$ cat config.mk
export PLATFORM = sky130hd
export DESIGN_NAME = radix_limb_carry_chain_alu_flat
export DESIGN_NICKNAME = d
export VERILOG_FILES = /design/src/rtl/rlcc_pkg.sv /design/src/rtl/rlcc_if.sv /design/src/rtl/rlcc_ctrl.sv /design/src/rtl/rlcc_dp.sv /design/src/rtl/radix_limb_carry_chain_alu.sv /design/src/flat_wrapper.sv
export SDC_FILE = /design/constraint.sdc
export NUM_CORES = 2
export LEC_CHECK = 0
export ABC_AREA = 1
export BUFFER_PORTS_ARGS = -buffer_cell sky130_fd_sc_hd__buf_2
export CAP_MARGIN = 20
export CORE_UTILIZATION = 49
export DETAILED_ROUTE_END_ITERATION = 8
export PLACE_DENSITY = 0.66
export SLEW_MARGIN = 20
export SYNTH_ARGS = -nofsm -noshare
export SYNTH_HDL_FRONTEND = slang
export SYNTH_SLANG_ARGS = --single-unit
$ cat constraint.sdc
create_clock -name clk -period 10 [get_ports clk]
set_input_delay 0.5 -clock clk [delete_from_list [all_inputs] [get_ports clk]]
set_output_delay 0.5 -clock clk [all_outputs]
set_load 0.02 [all_outputs]
$ cat src/rtl/rlcc_pkg.sv
// rlcc_pkg: shared widths, radix, operation codes, controller states and the
// command/status structs of the radix limb carry chain ALU.
// No dependencies.
package rlcc_pkg;

  localparam int LIMB_W = 27;
  localparam int WORD_W = 32;
  localparam int EXT_W  = WORD_W + 1;
  localparam int DIV_W  = 60;              // covers u*n+c and c*RADIX+u
  localparam int ITER_N = DIV_W / 2;       // two quotient bits per cycle
  localparam int CNT_W  = $clog2(ITER_N);

  localparam logic [WORD_W-1:0] RADIX = 32'd100000000;

  typedef enum logic [1:0] {
    OP_ADD = 2'd0,
    OP_SUB = 2'd1,
    OP_MUL = 2'd2,
    OP_DIV = 2'd3
  } op_t;

  typedef enum logic [2:0] {
    ST_IDLE,
    ST_MULT,
    ST_PREP,
    ST_ITER,
    ST_DONE
  } state_t;

  typedef struct packed {
    logic load;
    logic mult;
    logic prep;
    logic step;
    logic finish;
  } ctrl_cmd_t;

  typedef struct packed {
    logic iter_last;
  } dp_stat_t;

endpackage

$ cat src/rtl/rlcc_if.sv
// rlcc_in_if / rlcc_out_if: valid/ready channels for input and result words.
// Depends on rlcc_pkg.
interface rlcc_in_if;
  import rlcc_pkg::*;
  logic              valid;
  logic              ready;
  logic [1:0]        cmd;
  logic [LIMB_W-1:0] limb_u;
  logic [LIMB_W-1:0] limb_v;
  logic              first_limb;
  logic              last_limb;

  modport source (output valid, cmd, limb_u, limb_v, first_limb, last_limb,
                  input ready);
  modport sink   (input valid, cmd, limb_u, limb_v, first_limb, last_limb,
                  output ready);
endinterface

interface rlcc_out_if;
  import rlcc_pkg::*;
  logic              valid;
  logic              ready;
  logic [LIMB_W-1:0] result_limb;
  logic [WORD_W-1:0] final_carry;
  logic              run_done;

  modport source (output valid, result_limb, final_carry, run_done, input ready);
  modport sink   (input valid, result_limb, final_carry, run_done, output ready);
endinterface

$ cat src/rtl/rlcc_ctrl.sv
// rlcc_ctrl: sequencer for one word: capture, multiply, prepare, divide loop,
// result write. Owns the handshake flags. Depends on rlcc_pkg.
module rlcc_ctrl (
  input  logic                 clk,
  input  logic                 rst_n,
  input  logic                 in_valid,
  output logic                 in_ready,
  output logic                 out_valid,
  input  logic                 out_ready,
  input  rlcc_pkg::dp_stat_t   stat,
  output rlcc_pkg::ctrl_cmd_t  cmd
);
  import rlcc_pkg::*;

  state_t state_r, state_nxt;
  logic   out_valid_r, out_valid_nxt;

  always_ff @(posedge clk) begin
    if (!rst_n) begin
      state_r     <= ST_IDLE;
      out_valid_r <= 1'b0;
    end else begin
      state_r     <= state_nxt;
      out_valid_r <= out_valid_nxt;
    end
  end

  always_comb begin
    state_nxt = state_r;
    cmd       = '0;
    in_ready  = 1'b0;
    case (state_r)
      ST_IDLE: begin
        in_ready = 1'b1;
        if (in_valid) begin
          cmd.load  = 1'b1;
          state_nxt = ST_MULT;
        end
      end
      ST_MULT: begin
        cmd.mult  = 1'b1;
        state_nxt = ST_PREP;
      end
      ST_PREP: begin
        cmd.prep  = 1'b1;
        state_nxt = ST_ITER;
      end
      ST_ITER: begin
        cmd.step = 1'b1;
        if (stat.iter_last) state_nxt = ST_DONE;
      end
      ST_DONE: begin
        if (!out_valid_r || out_ready) begin
          cmd.finish = 1'b1;
          state_nxt  = ST_IDLE;
        end
      end
      default: state_nxt = ST_IDLE;
    endcase
    out_valid_nxt = cmd.finish ? 1'b1 : (out_ready ? 1'b0 : out_valid_r);
  end

  assign out_valid = out_valid_r;

endmodule

$ cat src/rtl/rlcc_dp.sv
// rlcc_dp: operand capture, 32x32 multiplier, dividend setup, radix-4
// restoring divider, result forming, running carry and n register.
// Depends on rlcc_pkg.
module rlcc_dp (
  input  logic                         clk,
  input  logic                         rst_n,
  input  rlcc_pkg::ctrl_cmd_t          cmd,
  output rlcc_pkg::dp_stat_t           stat,
  input  logic                         cfg_wr_en,
  input  logic [rlcc_pkg::WORD_W-1:0]  cfg_wr_data,
  input  logic [1:0]                   in_cmd,
  input  logic [rlcc_pkg::LIMB_W-1:0]  in_limb_u,
  input  logic [rlcc_pkg::LIMB_W-1:0]  in_limb_v,
  input  logic                         in_first_limb,
  input  logic                         in_last_limb,
  output logic [rlcc_pkg::LIMB_W-1:0]  out_result_limb,
  output logic [rlcc_pkg::WORD_W-1:0]  out_final_carry,
  output logic                         out_run_done
);
  import rlcc_pkg::*;

  logic [WORD_W-1:0] n_r;
  logic [WORD_W-1:0] carry_r, carry_nxt;

  op_t               op_r;
  logic [LIMB_W-1:0] u_r, v_r;
  logic              last_r;
  logic [WORD_W-1:0] c_r;

  logic [DIV_W-1:0]  prod_r;
  logic [EXT_W-1:0]  take_r;
  logic              neg_r;

  logic [DIV_W-1:0]  quo_r, quo_nxt;
  logic [WORD_W-1:0] rem_r, rem_nxt;
  logic [WORD_W-1:0] dvs_r;
  logic [CNT_W-1:0]  cnt_r;

  logic [LIMB_W-1:0] res_r, res_nxt;
  logic [WORD_W-1:0] fc_r;
  logic              done_r;

  // multiplier: u*n for multiply, carry*RADIX for divide
  logic [WORD_W-1:0]   mul_a, mul_b;
  logic [2*WORD_W-1:0] prod_full;

  always_comb begin
    if (op_r == OP_DIV) begin
      mul_a = c_r;
      mul_b = RADIX;
    end else begin
      mul_a = WORD_W'(u_r);
      mul_b = n_r;
    end
    prod_full = mul_a * mul_b;
  end

  // dividend setup
  logic [EXT_W-1:0] u_ext, diff;
  logic             neg;
  logic [DIV_W-1:0] dividend;
  logic [WORD_W-1:0] divisor;

  always_comb begin
    u_ext   = EXT_W'(u_r);
    neg     = u_ext < take_r;
    diff    = neg ? (take_r - u_ext) : (u_ext - take_r);
    divisor = RADIX;
    case (op_r)
      OP_ADD:  dividend = DIV_W'(u_r) + DIV_W'(v_r) + DIV_W'(c_r);
      OP_SUB:  dividend = DIV_W'(diff);
      OP_MUL:  dividend = prod_r + DIV_W'(c_r);
      OP_DIV: begin
        dividend = prod_r + DIV_W'(u_r);
        divisor  = n_r;
      end
      default: dividend = '0;
    endcase
  end

  // two restoring steps per cycle
  logic [EXT_W-1:0]  t1, t2;
  logic [WORD_W-1:0] r1;
  logic              q1, q0;

  always_comb begin
    t1 = {rem_r, quo_r[DIV_W-1]};
    if (t1 >= {1'b0, dvs_r}) begin
      r1 = WORD_W'(t1 - {1'b0, dvs_r});
      q1 = 1'b1;
    end else begin
      r1 = t1[WORD_W-1:0];
      q1 = 1'b0;
    end
    t2 = {r1, quo_r[DIV_W-2]};
    if (t2 >= {1'b0, dvs_r}) begin
      rem_nxt = WORD_W'(t2 - {1'b0, dvs_r});
      q0      = 1'b1;
    end else begin
      rem_nxt = t2[WORD_W-1:0];
      q0      = 1'b0;
    end
    quo_nxt = {quo_r[DIV_W-3:0], q1, q0};
  end

  // result forming
  always_comb begin
    res_nxt   = rem_r[LIMB_W-1:0];
    carry_nxt = quo_r[WORD_W-1:0];
    case (op_r)
      OP_ADD: ;
      OP_SUB: begin
        carry_nxt = WORD_W'(neg_r);
        if (neg_r && (rem_r != '0)) res_nxt = LIMB_W'(RADIX - rem_r);
      end
      OP_MUL: begin
        if (quo_r[DIV_W-1:WORD_W] != '0) carry_nxt = '1;
      end
      OP_DIV: begin
        if (n_r[WORD_W-1:1] == '0) begin
          res_nxt   = u_r;
          carry_nxt = '0;
        end else begin
          res_nxt   = quo_r[LIMB_W-1:0];
          carry_nxt = rem_r;
        end
      end
      default: ;
    endcase
  end

  always_ff @(posedge clk) begin
    if (!rst_n) begin
      n_r     <= WORD_W'(1);
      carry_r <= '0;
    end else begin
      if (cfg_wr_en) n_r <= cfg_wr_data;
      if (cmd.finish) carry_r <= carry_nxt;
    end
  end

  always_ff @(posedge clk) begin
    if (cmd.load) begin
      op_r   <= op_t'(in_cmd);
      u_r    <= in_limb_u;
      v_r    <= in_limb_v;
      last_r <= in_last_limb;
      c_r    <= in_first_limb ? '0 : carry_r;
    end
    if (cmd.mult) begin
      prod_r <= prod_full[DIV_W-1:0];
      take_r <= EXT_W'(v_r) + EXT_W'(c_r);
    end
    if (cmd.prep) begin
      quo_r <= dividend;
      rem_r <= '0;
      dvs_r <= divisor;
      neg_r <= neg;
      cnt_r <= CNT_W'(ITER_N - 1);
    end
    if (cmd.step) begin
      quo_r <= quo_nxt;
      rem_r <= rem_nxt;
      cnt_r <= cnt_r - 1'b1;
    end
    if (cmd.finish) begin
      res_r  <= res_nxt;
      fc_r   <= carry_nxt;
      done_r <= last_r;
    end
  end

  assign stat.iter_last  = (cnt_r == '0);
  assign out_result_limb = res_r;
  assign out_final_carry = fc_r;
  assign out_run_done    = done_r;

endmodule

$ cat src/rtl/radix_limb_carry_chain_alu.sv
// radix_limb_carry_chain_alu: top level, one limb of a radix 10^8 carry chain.
// Depends on rlcc_pkg, rlcc_if, rlcc_ctrl, rlcc_dp.
//
//  channel | dir | handshake          | contents
//  in_ch   | in  | valid/ready        | cmd, limb_u, limb_v, first_limb, last_limb
//  out_ch  | out | valid/ready        | result_limb, final_carry, run_done
//  cfg     | in  | cfg_wr_en, no wait | small_operand n (32 bits, reset 1)
//
// One word at a time: from accept the word passes the multiply and setup states and
// the two-bit-per-cycle divider loop before the result is in the output register.
// The next word is taken in the cycle after the result is written, even if
// out_ch has not taken it, so no word overlaps another; a result waits
// in the done state while the output register is still full.
// Reset is synchronous: carry 0, n 1.
module radix_limb_carry_chain_alu (
  input  logic                        clk,
  input  logic                        rst_n,
  rlcc_in_if.sink                     in_ch,
  rlcc_out_if.source                  out_ch,
  input  logic                        cfg_wr_en,
  input  logic [rlcc_pkg::WORD_W-1:0] cfg_wr_data
);
  import rlcc_pkg::*;

  ctrl_cmd_t cmd;
  dp_stat_t  stat;

  rlcc_ctrl u_ctrl (
    .clk       (clk),
    .rst_n     (rst_n),
    .in_valid  (in_ch.valid),
    .in_ready  (in_ch.ready),
    .out_valid (out_ch.valid),
    .out_ready (out_ch.ready),
    .stat      (stat),
    .cmd       (cmd)
  );

  rlcc_dp u_dp (
    .clk             (clk),
    .rst_n           (rst_n),
    .cmd             (cmd),
    .stat            (stat),
    .cfg_wr_en       (cfg_wr_en),
    .cfg_wr_data     (cfg_wr_data),
    .in_cmd          (in_ch.cmd),
    .in_limb_u       (in_ch.limb_u),
    .in_limb_v       (in_ch.limb_v),
    .in_first_limb   (in_ch.first_limb),
    .in_last_limb    (in_ch.last_limb),
    .out_result_limb (out_ch.result_limb),
    .out_final_carry (out_ch.final_carry),
    .out_run_done    (out_ch.run_done)
  );

endmodule

$ cat src/flat_wrapper.sv
// flat-port wrapper written by rule: the top's interface ports become plain ports
module radix_limb_carry_chain_alu_flat import rlcc_pkg::*;
  (clk, rst_n, cfg_wr_en, cfg_wr_data, in_ch_valid, in_ch_cmd, in_ch_limb_u, in_ch_limb_v, in_ch_first_limb, in_ch_last_limb, in_ch_ready, out_ch_valid, out_ch_result_limb, out_ch_final_carry, out_ch_run_done, out_ch_ready);
  rlcc_in_if in_ch_i ();
  rlcc_out_if out_ch_i ();
  input  logic clk;
  input  logic rst_n;
  input  logic cfg_wr_en;
  input  logic [rlcc_pkg::WORD_W-1:0] cfg_wr_data;
  input wire logic [$bits(in_ch_i.valid)-1:0] in_ch_valid;
  input wire logic [$bits(in_ch_i.cmd)-1:0] in_ch_cmd;
  input wire logic [$bits(in_ch_i.limb_u)-1:0] in_ch_limb_u;
  input wire logic [$bits(in_ch_i.limb_v)-1:0] in_ch_limb_v;
  input wire logic [$bits(in_ch_i.first_limb)-1:0] in_ch_first_limb;
  input wire logic [$bits(in_ch_i.last_limb)-1:0] in_ch_last_limb;
  output wire logic [$bits(in_ch_i.ready)-1:0] in_ch_ready;
  output wire logic [$bits(out_ch_i.valid)-1:0] out_ch_valid;
  output wire logic [$bits(out_ch_i.result_limb)-1:0] out_ch_result_limb;
  output wire logic [$bits(out_ch_i.final_carry)-1:0] out_ch_final_carry;
  output wire logic [$bits(out_ch_i.run_done)-1:0] out_ch_run_done;
  input wire logic [$bits(out_ch_i.ready)-1:0] out_ch_ready;
  assign in_ch_i.valid = in_ch_valid;
  assign in_ch_i.cmd = in_ch_cmd;
  assign in_ch_i.limb_u = in_ch_limb_u;
  assign in_ch_i.limb_v = in_ch_limb_v;
  assign in_ch_i.first_limb = in_ch_first_limb;
  assign in_ch_i.last_limb = in_ch_last_limb;
  assign in_ch_ready = in_ch_i.ready;
  assign out_ch_valid = out_ch_i.valid;
  assign out_ch_result_limb = out_ch_i.result_limb;
  assign out_ch_final_carry = out_ch_i.final_carry;
  assign out_ch_run_done = out_ch_i.run_done;
  assign out_ch_i.ready = out_ch_ready;
  radix_limb_carry_chain_alu u_core (.clk(clk), .rst_n(rst_n), .in_ch(in_ch_i), .out_ch(out_ch_i), .cfg_wr_en(cfg_wr_en), .cfg_wr_data(cfg_wr_data));
endmodule
==> results.py <==
metrics = {
    "yosys": {
        "synth_simple_gate_area_share": 0.216,
        "synth_edf_count": 372,
        "synth_area_sq_um": 65400,
        "synthDistinctLibCells": 53,
        "syn_avg_cell_area_sq_um": 7.71,
        "syn_inst": 8483,
        "synth_compound_area_frac": 0.0912,
        "async_flop_share": 0,
        "synth_ff_type": "edfxtp_1",
        "ys_ff_latch": 440,
        "synth_fa_ha_area_frac": 0.367,
        "synth_top_family_by_area": "adder cells",
        "ys_seq_area_frac": 0.192,
        "yosys_warnings": 0,
        "synth-xor-area-share": 0.0216,
        "synth_mux_area_frac": 0,
    },
    "timing": {
        "drv_slew": 0,
        "rsz0062_at_grt": "false",
        "skew_ps": 37.4,
        "fin_setup_tns_ps": 0,
        "post-route-period-util": 0.955,
        "timing.fmax_mhz": 105,
        "fin_ws_ps": 446,
        "tightest_slew_ps": 1220,
        "setup_viol": 0,
        "fin_crit_ps": 9550,
        "finalHoldViolCount": 0,
        "max-slew-margin-rel": 0.181,
    },
    "setup_path": {
        "cp_slowest_cell": "ha_1",
        "worstPathMaxFanout": 43,
        "timing.critical_path.mode_cell": "fa_1",
        "start_kind": "flop",
        "path_class": "flop to flop",
        "crit_arrival_ps": 9960,
        "max_stage_delay_ps": 750,
        "cp.required_ps": 10410,
        "end_kind": "flop",
    },
    "floorplan": {
        "io_pins": 157,
        "core_sq_um": 132000,
        "rows": 133,
        "die_w_microns": 367,
        "fp.dieH_microns": 367,
        "die_area_sq_um": 135000,
        "start_util": 0.496,
    },
    "grt": {
        "grt_overflow_total": 0,
        "grt_pass1_vias": 62100,
        "met1_usage": 0.539,
        "antenna_found_initial": 21,
        "met2_usage": 0.685,
        "grt_max_degree": 59,
        "grt_usage": 0.451,
        "grt_busiest_layer": "met2",
        "grt_first_pass_wirelength_mm": 432,
        "grt_use_met3": 0.118,
    },
    "place": {
        "hpwl_mm": 244,
        "placed_cell_area_sq_um": 69100,
        "place.gp.congestion": 1.08,
        "pre_cts_slack_ps": 885,
        "dpl.cell_count": 10400,
        "io_buffers": 156,
    },
    "flow_run": {
        "maxCapViolCount": 0,
    },
    "cts": {
        "cts-root-buf": "clkbuf_16",
        "ctsLongestPathBuffers": 3,
        "cts_max_level": 2,
        "cts_tree": "yes",
        "clkSinkCount": 440,
        "clk_pin_slew_ps": 70,
        "cts_buffers": 53,
        "clk_latency_ps": 690,
    },
    "route": {
        "dr_total_vias": 62400,
        "dr.pass1.iters": 8,
        "drc": 3,
        "via_per_inst": 5.91,
        "routed_wl_mm": 304,
        "wl_per_cell_microns": 28.8,
        "antenna_left": 0,
        "drt_iter0_drc": 7509,
    },
    "finish": {
        "stdcell_count": 10600,
        "nets": 10200,
        "layout_commonest_cell": "nand2_1",
        "finalInstanceArea_sq_um": 71400,
        "most-common-layout-cells": "nand2_1, inv_1, nor2_1",
        "area_growth_pct": 9.18,
        "drive_above_1_share": 0.0555,
    },
    "run_status": {
        "status": "complete, but fails checks",
        "violations": "design-rule violations",
    },
    "worst_hold_path": {
        "hold_class": "input port to flop",
    },
}
what timing repair did:
item                                   4_1_cts  5_1_grt
hold buffers                                46        0
gates resized for setup                      0        0
endpoints found under the hold margin       46        0
setup buffers                                0        0
layout make-up:
type	instances	area [sq um]
timing repair buffer	370	2520
clock buffer	71	1450
inverter	1681	6310
fill	12700	60600
tap	1755	2200
antenna	21	52.6
sequential	440	12500
clock inverter	28	355
multi-input combinational	6196	46000
worst max-delay path, delay by kind of cell (launching register included):
| kind | cells | cell delay, ps |
|---|---|---|
| and+or+nand+nor | 7 | 1450 |
| buffers and inverters | 9 | 1890 |
| adders and majority gates | 9 | 4430 |
| AOI/OAI and AO/OA | 3 | 930 |
| DFF | 1 | 430 |
| xor gates and xnor gates | 1 | 130 |
flip-flops by register name (all words and copies together) (netlist names), 2 cells and up:
register,count
u_core.u_dp.n_r,32
u_core.u_dp.prod_r,60
u_core.u_dp.dvs_r,32
u_core.u_dp.out_result_limb,27
u_core.u_dp.out_final_carry,32
u_core.u_dp.quo_r,60
u_core.u_dp.carry_r,32
u_core.u_dp.op_r,2
u_core.u_dp.rem_r,32
u_core.u_dp.v_r,27
u_core.u_dp.take_r,33
u_core.u_dp.u_r,27
u_core.u_dp.cnt_r,5
u_core.u_dp.c_r,32
u_core.u_ctrl.state_r,3
through the flow:
stage | hold WS [ps] | util
final | 25.3 | 0.541
after CTS | 2.01 | 0.541
after global placement | 401 | 0.523
after detailed placement | 416 | 0.523
after global routing | 13.3 | 0.541
after floorplan | 400 | -
final timing paths:
check | from | to | slack (ps) | cells after the start
max | u_core.u_dp.op_r[1] | u_core.u_dp.prod_r[49] | 450 | 29
min | in_ch_limb_v[2] | u_core.u_dp.v_r[2] | 30 | 1
max reg2reg | u_core.u_dp.op_r[1] | u_core.u_dp.prod_r[49] | 450 | 29
min reg2reg | u_core.u_dp.last_r | u_core.u_dp.out_run_done | 430 | 0
synth_stat cells (31+ instances only):
library cell  count  area share
nand2_1        1741        0.10
inv_1          1658       0.095
nor2_1         1167       0.067
fa_1            925        0.28
a21oi_1         440       0.034
ha_1            440       0.084
o21ai_0         431       0.033
edfxtp_1        372        0.17
nand3_1         339       0.026
clkbuf_1        221       0.013
xor2_1          104       0.014
dfxtp_1          68       0.021
nand4_1          64      0.0061
xnor2_1          57      0.0076
nor3_1           50      0.0038
o211ai_1         42      0.0048
nor4_1           40      0.0038
a21o_1           36      0.0041
a31oi_1          34      0.0033
o21bai_1         31      0.0036
routing by layer:
| metal | up-vias | share of wire |
|---|---|---|
| met4 | 16 | 0.10 |
| li1 | 26800 | - |
| met5 | - | 0.00044 |
| met1 | 30300 | 0.36 |
| met3 | 1207 | 0.11 |
| met2 | 4117 | 0.43 |
logic make-up (layout without fill, tap and decap cells):
group / count (synthesis) / in the layout
other: 2 / 111
AOI/OAI and AO/OA: 1095 / 1095
adders and majority gates: 1365 / 1365
buffers and inverters: 1935 / 2150
DFF: 440 / 440
xor gates and xnor gates: 161 / 161
and+or+nand+nor: 3485 / 3485
Power is not shown: default switching activity piles up to over one toggle a cycle in this logic, so the estimate is an artifact.
